[config.mk]
export PLATFORM = sky130hd
export DESIGN_NAME = percent_decoder_ldap_stop
export DESIGN_NICKNAME = d
export VERILOG_FILES = /design/src/design/pdl_pkg.sv /design/src/design/pdl_core.sv /design/src/design/pdl_out_reg.sv /design/src/design/percent_decoder_ldap_stop.sv
export SDC_FILE = /design/constraint.sdc
export NUM_CORES = 1
export LEC_CHECK = 0
export ABC_AREA = 0
export BUFFER_PORTS_ARGS = -buffer_cell sky130_fd_sc_hd__buf_4
export CAP_MARGIN = 20
export CORE_ASPECT_RATIO = 0.5
export CORE_MARGIN = 2
export CORE_UTILIZATION = 55
export CTS_CLUSTER_SIZE = 25
export DETAILED_ROUTE_END_ITERATION = 6
export PLACE_DENSITY = 0.77
export RECOVER_POWER = 100
export SYNTH_ARGS = -nofsm -noshare
export SYNTH_HDL_FRONTEND = slang
export SYNTH_SLANG_ARGS = --single-unit
[constraint.sdc]
create_clock -name clk -period 5 [get_ports clk]
set_input_delay 0.25 -clock clk [delete_from_list [all_inputs] [get_ports clk]]
set_output_delay 0.25 -clock clk [all_outputs]
set_load 0.005 [all_outputs]
[src/design/pdl_pkg.sv]
// Package for the percent decoder with LDAP stop rule.
// Holds the result record, status codes and character constants; no dependencies.
package pdl_pkg;

	localparam int ByteW = 8;
	localparam int StatusW = 2;
	localparam int QCountW = 3;

	localparam logic [StatusW-1:0] ST_RUNNING = 2'd0;
	localparam logic [StatusW-1:0] ST_DONE_OK = 2'd1;
	localparam logic [StatusW-1:0] ST_BAD_ESC = 2'd2;

	localparam logic [ByteW-1:0] CH_PERCENT = 8'h25;
	localparam logic [ByteW-1:0] CH_QMARK = 8'h3f;
	localparam logic [ByteW-1:0] CH_ZERO = 8'h30;
	localparam logic [ByteW-1:0] CH_NINE = 8'h39;
	localparam logic [ByteW-1:0] CH_UP_A = 8'h41;
	localparam logic [ByteW-1:0] CH_UP_F = 8'h46;
	localparam logic [ByteW-1:0] CASE_MASK = 8'hdf;

	localparam logic [QCountW-1:0] QMARK_LIMIT = 3'd4;

	// One result as it leaves the decode logic.
	typedef struct packed {
		logic valid;
		logic [ByteW-1:0] out_byte;
		logic has_byte;
		logic [StatusW-1:0] status;
		logic is_last;
	} result_t;

endpackage

[src/design/pdl_core.sv]
// Decode logic and per-string state of the percent decoder.
// Depends on pdl_pkg for the result record and constants.
module pdl_core (
	input  logic clk,
	input  logic arst_n,
	input  logic ldap_mode,
	input  logic item_valid,
	input  logic [pdl_pkg::ByteW-1:0] item_byte,
	input  logic item_last,
	input  logic advance,
	output pdl_pkg::result_t result
);

	typedef enum logic [1:0] {
		PH_PLAIN = 2'd0,
		PH_HEX1  = 2'd1,
		PH_HEX2  = 2'd2,
		PH_DRAIN = 2'd3
	} phase_t;

	phase_t phase_q, phase_nxt;
	logic [3:0] nibble_q, nibble_nxt;
	logic [pdl_pkg::QCountW-1:0] qcount_q, qcount_nxt;
	logic stopped_q, stopped_nxt;

	logic [pdl_pkg::ByteW-1:0] upper;
	logic is_hex;
	logic [3:0] hex_val;
	logic do_data, do_err, do_clear;
	logic [pdl_pkg::ByteW-1:0] data_val;
	logic [pdl_pkg::QCountW-1:0] qcount_inc;

	always_comb begin
		upper = item_byte & pdl_pkg::CASE_MASK;
		if (item_byte >= pdl_pkg::CH_ZERO && item_byte <= pdl_pkg::CH_NINE) begin
			is_hex = 1'b1;
			hex_val = item_byte[3:0];
		end else if (upper >= pdl_pkg::CH_UP_A && upper <= pdl_pkg::CH_UP_F) begin
			is_hex = 1'b1;
			hex_val = upper[3:0] + 4'd9;
		end else begin
			is_hex = 1'b0;
			hex_val = 4'd0;
		end
	end

	always_comb begin
		phase_nxt = phase_q;
		nibble_nxt = nibble_q;
		do_data = 1'b0;
		do_err = 1'b0;
		do_clear = 1'b0;
		data_val = item_byte;
		unique case (phase_q)
			PH_PLAIN: begin
				if (!stopped_q && item_byte == pdl_pkg::CH_PERCENT) begin
					if (item_last) begin
						do_err = 1'b1;
					end else begin
						phase_nxt = PH_HEX1;
					end
				end else begin
					do_data = 1'b1;
				end
			end
			PH_HEX1: begin
				if (!is_hex || item_last) begin
					do_err = 1'b1;
				end else begin
					nibble_nxt = hex_val;
					phase_nxt = PH_HEX2;
				end
			end
			PH_HEX2: begin
				if (!is_hex) begin
					do_err = 1'b1;
				end else begin
					phase_nxt = PH_PLAIN;
					do_data = 1'b1;
					data_val = {nibble_q, hex_val};
				end
			end
			PH_DRAIN: begin
				do_clear = item_last;
			end
			default: begin
				phase_nxt = PH_PLAIN;
			end
		endcase

		// A bad escape in mid-string discards bytes until the string ends.
		if (do_err && !item_last) begin
			phase_nxt = PH_DRAIN;
		end
		if ((do_err || do_data) && item_last) begin
			do_clear = 1'b1;
		end

		qcount_nxt = qcount_q;
		stopped_nxt = stopped_q;
		qcount_inc = (qcount_q < pdl_pkg::QMARK_LIMIT) ? qcount_q + 3'd1 : qcount_q;
		if (do_data && ldap_mode && data_val == pdl_pkg::CH_QMARK) begin
			qcount_nxt = qcount_inc;
			if (qcount_inc >= pdl_pkg::QMARK_LIMIT) begin
				stopped_nxt = 1'b1;
			end
		end

		if (do_clear) begin
			phase_nxt = PH_PLAIN;
			nibble_nxt = 4'd0;
			qcount_nxt = '0;
			stopped_nxt = 1'b0;
		end

		result.valid = item_valid && (do_data || do_err);
		result.out_byte = do_data ? data_val : '0;
		result.has_byte = do_data;
		result.status = do_err ? pdl_pkg::ST_BAD_ESC :
			(item_last ? pdl_pkg::ST_DONE_OK : pdl_pkg::ST_RUNNING);
		result.is_last = do_err || item_last;
	end

	always_ff @(posedge clk or negedge arst_n) begin
		if (!arst_n) begin
			phase_q <= PH_PLAIN;
			nibble_q <= 4'd0;
			qcount_q <= '0;
			stopped_q <= 1'b0;
		end else if (item_valid && advance) begin
			phase_q <= phase_nxt;
			nibble_q <= nibble_nxt;
			qcount_q <= qcount_nxt;
			stopped_q <= stopped_nxt;
		end
	end

endmodule

[src/design/pdl_out_reg.sv]
// Result register of the percent decoder, the output stage of the pipeline.
// Depends on pdl_pkg for the result record.
module pdl_out_reg (
	input  logic clk,
	input  logic arst_n,
	input  pdl_pkg::result_t result,
	input  logic load,
	input  logic out_stall,
	output logic free,
	output logic out_valid,
	output logic [pdl_pkg::ByteW-1:0] out_byte,
	output logic has_byte,
	output logic [pdl_pkg::StatusW-1:0] status,
	output logic is_last
);

	logic valid_s2;
	pdl_pkg::result_t res_s2;

	assign free = !valid_s2 || !out_stall;

	always_ff @(posedge clk or negedge arst_n) begin
		if (!arst_n) begin
			valid_s2 <= 1'b0;
		end else if (free) begin
			valid_s2 <= load && result.valid;
		end
	end

	always_ff @(posedge clk) begin
		if (free) begin
			res_s2 <= result;
		end
	end

	assign out_valid = valid_s2;
	assign out_byte = res_s2.out_byte;
	assign has_byte = res_s2.has_byte;
	assign status = res_s2.status;
	assign is_last = res_s2.is_last;

endmodule

[src/design/percent_decoder_ldap_stop.sv]
// Top level of the streaming URL percent decoder with LDAP stop rule.
// Depends on pdl_pkg, pdl_core and pdl_out_reg.
//
// The input channel carries one byte of an escaped string per transfer, with
// in_last marking the final byte. A transfer happens at a rising edge where
// in_valid is high and in_stall is low; the output channel works the same way
// with out_valid and out_stall. Each input transfer gives zero or one result:
// an escape start or an escape digit gives none, a decoded or plain byte gives
// a data result, and a bad or truncated escape gives one error result that
// ends the string, after which bytes are dropped up to the next in_last.
// The block takes one byte every cycle while in_stall is low. A byte lands
// in an input register, the decode logic acts on it there, and as it moves
// on, the per-string state updates and its result is loaded into the output
// register. When the receiver stalls with a result held, the input register
// keeps its byte and in_stall rises only if that byte would produce another
// result; bytes that give no result still move on. With out_stall low,
// in_stall is never high. Reset clears the string state, both stage valid
// bits and ldap_mode. The user writes ldap_mode through cfg_wr_en and
// cfg_wr_data only while idle; the block itself has no check for this.
module percent_decoder_ldap_stop (
	input  logic clk,
	input  logic arst_n,
	input  logic cfg_wr_en,
	input  logic cfg_wr_data,
	input  logic in_valid,
	output logic in_stall,
	input  logic [pdl_pkg::ByteW-1:0] in_byte,
	input  logic in_last,
	output logic out_valid,
	input  logic out_stall,
	output logic [pdl_pkg::ByteW-1:0] out_byte,
	output logic has_byte,
	output logic [pdl_pkg::StatusW-1:0] status,
	output logic is_last
);

	logic ldap_mode_q;
	logic valid_s1;
	logic [pdl_pkg::ByteW-1:0] byte_s1;
	logic last_s1;
	logic advance;
	logic out_free;
	pdl_pkg::result_t result;

	// Configuration register.
	always_ff @(posedge clk or negedge arst_n) begin
		if (!arst_n) begin
			ldap_mode_q <= 1'b0;
		end else if (cfg_wr_en) begin
			ldap_mode_q <= cfg_wr_data;
		end
	end

	// The held byte moves on unless its result has nowhere to go.
	assign advance = !result.valid || out_free;
	assign in_stall = valid_s1 && !advance;

	always_ff @(posedge clk or negedge arst_n) begin
		if (!arst_n) begin
			valid_s1 <= 1'b0;
		end else if (!in_stall) begin
			valid_s1 <= in_valid;
		end
	end

	always_ff @(posedge clk) begin
		if (!in_stall) begin
			byte_s1 <= in_byte;
			last_s1 <= in_last;
		end
	end

	pdl_core u_core (
		.clk        (clk),
		.arst_n     (arst_n),
		.ldap_mode  (ldap_mode_q),
		.item_valid (valid_s1),
		.item_byte  (byte_s1),
		.item_last  (last_s1),
		.advance    (advance),
		.result     (result)
	);

	pdl_out_reg u_out (
		.clk       (clk),
		.arst_n    (arst_n),
		.result    (result),
		.load      (valid_s1),
		.out_stall (out_stall),
		.free      (out_free),
		.out_valid (out_valid),
		.out_byte  (out_byte),
		.has_byte  (has_byte),
		.status    (status),
		.is_last   (is_last)
	);

	// An error result never carries a data byte and always ends the string.
	assert property (@(posedge clk) disable iff (!arst_n)
		out_valid && status == pdl_pkg::ST_BAD_ESC |-> !has_byte && is_last)
	else $error("error result carries data or does not end the string");

	// Only the end of a string reports a finished status.
	assert property (@(posedge clk) disable iff (!arst_n)
		out_valid |-> (is_last == (status != pdl_pkg::ST_RUNNING)))
	else $error("is_last and status disagree");

	// Back-pressure on the input only ever comes from a stalled output.
	assert property (@(posedge clk) disable iff (!arst_n)
		!out_stall |-> !in_stall)
	else $error("input stalled while output is free");

	// A stall always holds a byte in the input register.
	assert property (@(posedge clk) disable iff (!arst_n)
		in_stall |-> valid_s1 && result.valid)
	else $error("input stalled without a pending result");

endmodule

==> reports/metrics.cfg, run 1 <==
[timing]
finalHoldViolations=0
slew_headroom_pct=23.1
tightest_slew_ns=1.14
clock-skew-final_ns=0.0110
setup_slack_ns=1.14
finalCriticalPeriod_ns=3.86
min_period_over_period_pct=77.1
finalSetupTns_ns=0
setup_viol=0
clock.fmax_ghz=0.259
rsz0062_at_grt=no
slew_viol_final=0

[layout]
drive_gt1_share_pct=19.8
diodes=0
syn_to_final_growth_pct=18.5
layout_commonest_cell=nand2_1
final_cell_mix=nand2_1, clkbuf_4, edfxtp_1, o21ai_0, nor2_1
nets=246
n_fill_cell=257

[floorplanning]
pin_count=29
floorplan.initialDensity_pct=57.3
die_h_microns=46.2
rows=15
core_sq_um=3420
dieWidth_microns=88.4
die-area_sq_um=4080

[global_route]
first_global_vias=1431
grt_usage_pct=24.7
antenna_found_initial=0
grt-ovfl-total=0
grt_max_degree=16
grt_pass1_wl_mm=7.30

[worst_setup_path]
endpoint=in_stall
path_class=reg2out
worstPathRequired_ns=4.75
critPathArrivalTime_ns=3.61
r2r_end=u_core.qcount_q[1]$_DFFE_PN0P_
cp-end-kind=primary output
rrSetupSlack_ns=1.26
crit_start=u_core.phase_q[0]$_DFFE_PN0P_
rr_worst_depth=9
reg2reg_from=u_core.phase_q[0]$_DFFE_PN0P_
crit_path_max_fanout=11
worst_setup_path_start_kind=flop

[routing]
drt_iter0_drc=328
drc=0
viasPerCell=6.06
drt_pre_antenna_iters=5
wl_mm=4.60
antenna_left=0
dr_total_vias=1654
wl_per_cell_microns=16.9

[placed_design]
gp_congestion=1.03
dpl.hpwl_mm=3.49
io_buffers=28
place_ws_ns=1.91

[power_and_ir_drop]
swShare_pct=35.8
switching_power_uw=424
finalPower_mw=1.18
p_comb_share_pct=37.0
p_leak_nw=0.967
p_seq_share_pct=39.0
peakVddDrop_mv=0.271
clockPowerShare_pct=24.0
intPower_uw=760
power_density_nw_per_um2=511

[clock_network]
clkSlewWorstSetupHoldPaths_ns=0.08
clock-root-buffer=clkbuf_8
clock_sink_count=34
h-tree-depth=2
cts_buffers=5
cts_buffer_depth=2
insertion_delay_ns=0.29
post_cts_resize_count=0
cts_tree=built

[yosys]
synthAdderAreaFrac_pct=6.39
synth-seq-cells=34
synthesis.nets=216
synth_top_cell_area_share_pct=32.2
ys.flop_type=edfxtp_1
synth.area.mux_share_pct=0
avgSynthCellArea_sq_um=10.2
synth_top_family_by_area=simple AND/OR/NAND/NOR gates
synth_xor_area_share_pct=0.448
yosysUniqueCellTypes=54
synth_compound_area_share_pct=18.5
synth-simple-area-share_pct=22.6
synthTopCellsByArea=edfxtp_1, dfrtp_1, ha_1
synth_warnings=0
synth_edf_count=21
synth_cells=191
synth_top_cell_by_area=edfxtp_1
yosysSeqAreaShare_pct=48.8
synth-async-reset-ratio_pct=38.2
synth_area_sq_um=1960

[min_path]
hold_path_startpoint=cfg_wr_en
hold_path_class=in2reg

[job]
cap_viol_max_count=0

[run_status]
status=completed

metal layers:
metal | vias up | wire (microns) | part of all wire (%) | global-route usage, %
met3 | 12 | 656 | 14 | 10.0
met2 | 117 | 1740 | 38 | 32.3
met5 | - | 0 | 0 | 0
met1 | 756 | 2160 | 47 | 37.4
met4 | 0 | 45 | 0.98 | 5.45
li1 | 769 | - | - | -
cell usage after synthesis (all sizes together), types with 2 or more instances:
| cell type | number |
|---|---|
| nand2 | 26 |
| edfxtp | 21 |
| o21ai | 17 |
| nor2 | 16 |
| dfrtp | 13 |
| ha | 10 |
| inv | 10 |
| a21oi | 6 |
| nand2b | 6 |
| nor3 | 5 |
| clkbuf | 4 |
| nand3 | 4 |
| a211oi | 3 |
| a31oi | 3 |
| nor4 | 3 |
| a21boi | 2 |
| a21o | 2 |
| a22o | 2 |
| a22oi | 2 |
| and3b | 2 |
| buf | 2 |
| nand4 | 2 |
| nand4b | 2 |
| nor3b | 2 |
| nor4b | 2 |
| o21a | 2 |
| o21bai | 2 |
| or3 | 2 |
worst min path at each step:
stage	endpoint	cells past startpoint
after detailed placement	u_core.qcount_q[0]$_DFFE_PN0P_	1
after global placement	ldap_mode_q$_DFFE_PN0P_	1
after CTS	byte_s1[4]$_DFFE_PN_	1
after global routing	ldap_mode_q$_DFFE_PN0P_	2
after floorplan	ldap_mode_q$_DFFE_PN0P_	0
final	ldap_mode_q$_DFFE_PN0P_	2
layout make-up:
| type | instances | area, sq um | area share [%] |
|---|---|---|---|
| Clock buffer | 6 | 93.8 | 4.05 |
| Clock inverter | 2 | 38.8 | 1.67 |
| Inverter | 10 | 37.5 | 1.62 |
| Multi-Input combinational cell | 141 | 912 | 39.3 |
| Sequential cell | 34 | 956 | 41.2 |
| Tap cell | 51 | 63.8 | 2.75 |
| Timing Repair Buffer | 29 | 216 | 9.34 |
sequential cells by signal, summed over array words and instances (netlist names):
signal	count
byte_s1	8
u_out.is_last	1
u_core.nibble_q	4
valid_s1	1
u_out.out_byte	8
ldap_mode_q	1
u_out.status	2
u_core.qcount_q	3
u_core.phase_q	2
u_out.has_byte	1
u_core.stopped_q	1
last_s1	1
u_out.out_valid	1
critical path, cell delays in order (launching register included):
cell and delay [ns]:
dfrtp_1 0.43, inv_1 0.12, ha_1 0.37, inv_1 0.18, nor4_1 1.00, nor2_1 0.28, nand3_1 0.18, nand4_1 0.45
inv_1 0.16, clkbuf_4 0.15
what timing repair did:
| action | CTS | global route |
|---|---|---|
| setup buffers | 0 | 0 |
| hold buffers | 1 | 0 |
| hold endpoints to repair | 13 | 0 |
per-stage QoR:
step                utilization (%)  std cells  hold slack, ns  instance area [sq um]
finish                         67.9        273           0.143                   2320
global route                   67.9        273           0.142                   2320
CTS                            68.8        273           0.135                   2350
detailed placement             64.6        264           0.106                   2210
global placement               64.6        264           0.103                   2210
floorplan                         -        191         -0.0456                   1960
cell families (layout without fill, tap and decap cells):
family                     Yosys count  in the layout
DFF                                 34             34
xor gates and xnor gates             1              1
buffers and inverters               16             47
AOI/OAI and AO/OA                   52             52
and+or+nand+nor                     78             78
adders and majority gates           10             10
power groups by stage:
stage	clock [mW]	sequential (mW)	combinational, mW
after global routing	0.296	0.472	0.486
after detailed placement	0	0.467	0.439
after CTS	0.286	0.462	0.443
after floorplan	0	0.453	0.273
final	0.285	0.462	0.438
after global placement	0	0.465	0.440
(Power assumes the default switching activity.)
==> run 2, diff against run 1 <==
clock period = 3.7 ns   (was 5 ns; I/O delays follow)
==> run 2 against run 1 <==
  * Combinational power increased by 40%
  * Clock-buffer cell count fell by 1
  * Core utilization grew 1.4 points
==> reports/metrics.cfg, run 2 (same netlist as run 1, synthesis figures left out) <==
[worst_setup_path]
cp_slowest_stage_delay_ns=0.67
crit_start=byte_s1[3]$_DFFE_PN_
rrSetupSlack_ns=0.38
r2r_end=u_core.qcount_q[1]$_DFFE_PN0P_
worst_setup_path_start_kind=flop
worstPathRequired_ns=3.51
path_class=reg2out
critPathArrivalTime_ns=3.21
rr_worst_depth=7
crit_chain=or4b_4, nor3_1, o32a_1, nand3_1, nand4_1, buf_4, inv_1, buf_4
endpoint=in_stall
cp-end-kind=primary output
crit_slowest_cell=nor3_1
reg2reg_from=byte_s1[3]$_DFFE_PN_
worst_path_most_repeated_cell=buf_4
crit_path_max_fanout=13

[power_and_ir_drop]
power_density_nw_per_um2=696
p_leak_nw=0.979
peakVddDrop_mv=0.457

[floorplanning]
dieWidth_microns=88.4
floorplan.initialDensity_pct=57.3
rows=15
pin_count=29
core_sq_um=3420
die-area_sq_um=4080
die_h_microns=46.2

[timing]
finalSetupTns_ns=0
clock-skew-final_ns=0.00880
rsz0062_at_grt=no
clock.fmax_ghz=0.294
tightest_slew_ns=0.840
min_period_over_period_pct=91.8
finalHoldViolations=0
slew_headroom_pct=43.5
setup_viol=0
finalCriticalPeriod_ns=3.40
slew_viol_final=0

[clock_network]
cts_buffers=5
clkSlewWorstSetupHoldPaths_ns=0.07
clock_sink_count=34
cts_buffer_depth=2
clock-root-buffer=clkbuf_8
insertion_delay_ns=0.30
cts_tree=built
post_cts_resize_count=0
h-tree-depth=2

[layout]
nets=251
syn_to_final_growth_pct=20.8
final_cell_mix=nand2_1, clkbuf_4, edfxtp_1, nor2_1, o21ai_0
drive_gt1_share_pct=20.7
n_fill_cell=270
layout_commonest_cell=nand2_1
diodes=0
post-route-util_pct=69.2

[placed_design]
dpl.hpwl_mm=3.66
io_buffers=28
gp_congestion=0.962

[global_route]
grt_max_degree=16
antenna_found_initial=0
grt_usage_pct=25.6
grt-ovfl-total=0
grt_pass1_wl_mm=7.29
first_global_vias=1398

[routing]
antenna_left=0
dr_total_vias=1644
drc=0
wl_per_cell_microns=17.4
drt_iter0_drc=180
wl_mm=4.83
drt_pre_antenna_iters=4
viasPerCell=5.91

[min_path]
hold_path_class=in2reg

[run_status]
status=completed

[job]
cap_viol_max_count=0

run 2: cell count changes in the layout (fill, tap and decap cells not counted), sizes merged:
cell,delta
clkbuf,+2
buf,+2
bufinv,+1
run 2: power by group:
group          leakage (nW)  internal (mW)  switching (mW)  total [mW]
Sequential            0.393          0.542          0.0855       0.628
Clock                0.0658          0.267           0.140       0.406
Combinational         0.521          0.254           0.358       0.612
run 2: what timing repair did:
item	in CTS	in global routing
setup endpoints to repair	0	1
hold buffers	1	0
setup buffers	0	5
hold endpoints to repair	13	0
run 2: metrics by stage:
step | instance area, sq um | std cells | power (mW) | worst slack, ns | hold WS (ns)
2_1_floorplan | 1960 | 191 | 0.981 | 0.996 | -0.111
3_3_place_gp | 2210 | 264 | 1.21 | 0.699 | 0.0373
3_5_place_dp | 2210 | 264 | 1.23 | 0.633 | 0.0436
4_1_cts | 2350 | 273 | 1.64 | 0.299 | 0.0599
5_1_grt | 2360 | 278 | 1.74 | 0.183 | 0.0782
6_report | 2360 | 278 | 1.65 | 0.302 | 0.0662
run 2: layer usage:
layer / GRT usage [%] / part of all wire, %
met1: 37.8 / 46
met2: 34.9 / 40
met3: 10.0 / 13
met4: 6.36 / 0.91
met5: 0 / 0
run 2: worst max-delay path: cells and delay by family (launching register included):
kind            cells  cell delay [ns]
buf+inv             3             0.33
flops               1             0.57
simple gates        4             1.53
compound gates      1             0.49
run 2: worst min path at each step:
stage               startpoint                      end  slack (ns)  cells past startpoint
global placement        arst_n  ldap_mode_q$_DFFE_PN0P_        0.04                      1
floorplan               arst_n  ldap_mode_q$_DFFE_PN0P_       -0.11                      0
finish               cfg_wr_en  ldap_mode_q$_DFFE_PN0P_        0.07                      2
global route         cfg_wr_en  ldap_mode_q$_DFFE_PN0P_        0.08                      2
detailed placement      arst_n  ldap_mode_q$_DFFE_PN0P_        0.04                      1
CTS                 in_byte[5]     byte_s1[5]$_DFFE_PN_        0.06                      1
run 2: cell type report:
class	instances	area, sq um	area share (%)
sequential	34	956	40.4
clock inverter	3	63.8	2.70
timing repair buffer	34	246	10.4
multi-input combinational	141	928	39.3
clock buffer	5	68.8	2.91
inverter	10	37.5	1.59
tap	51	63.8	2.70
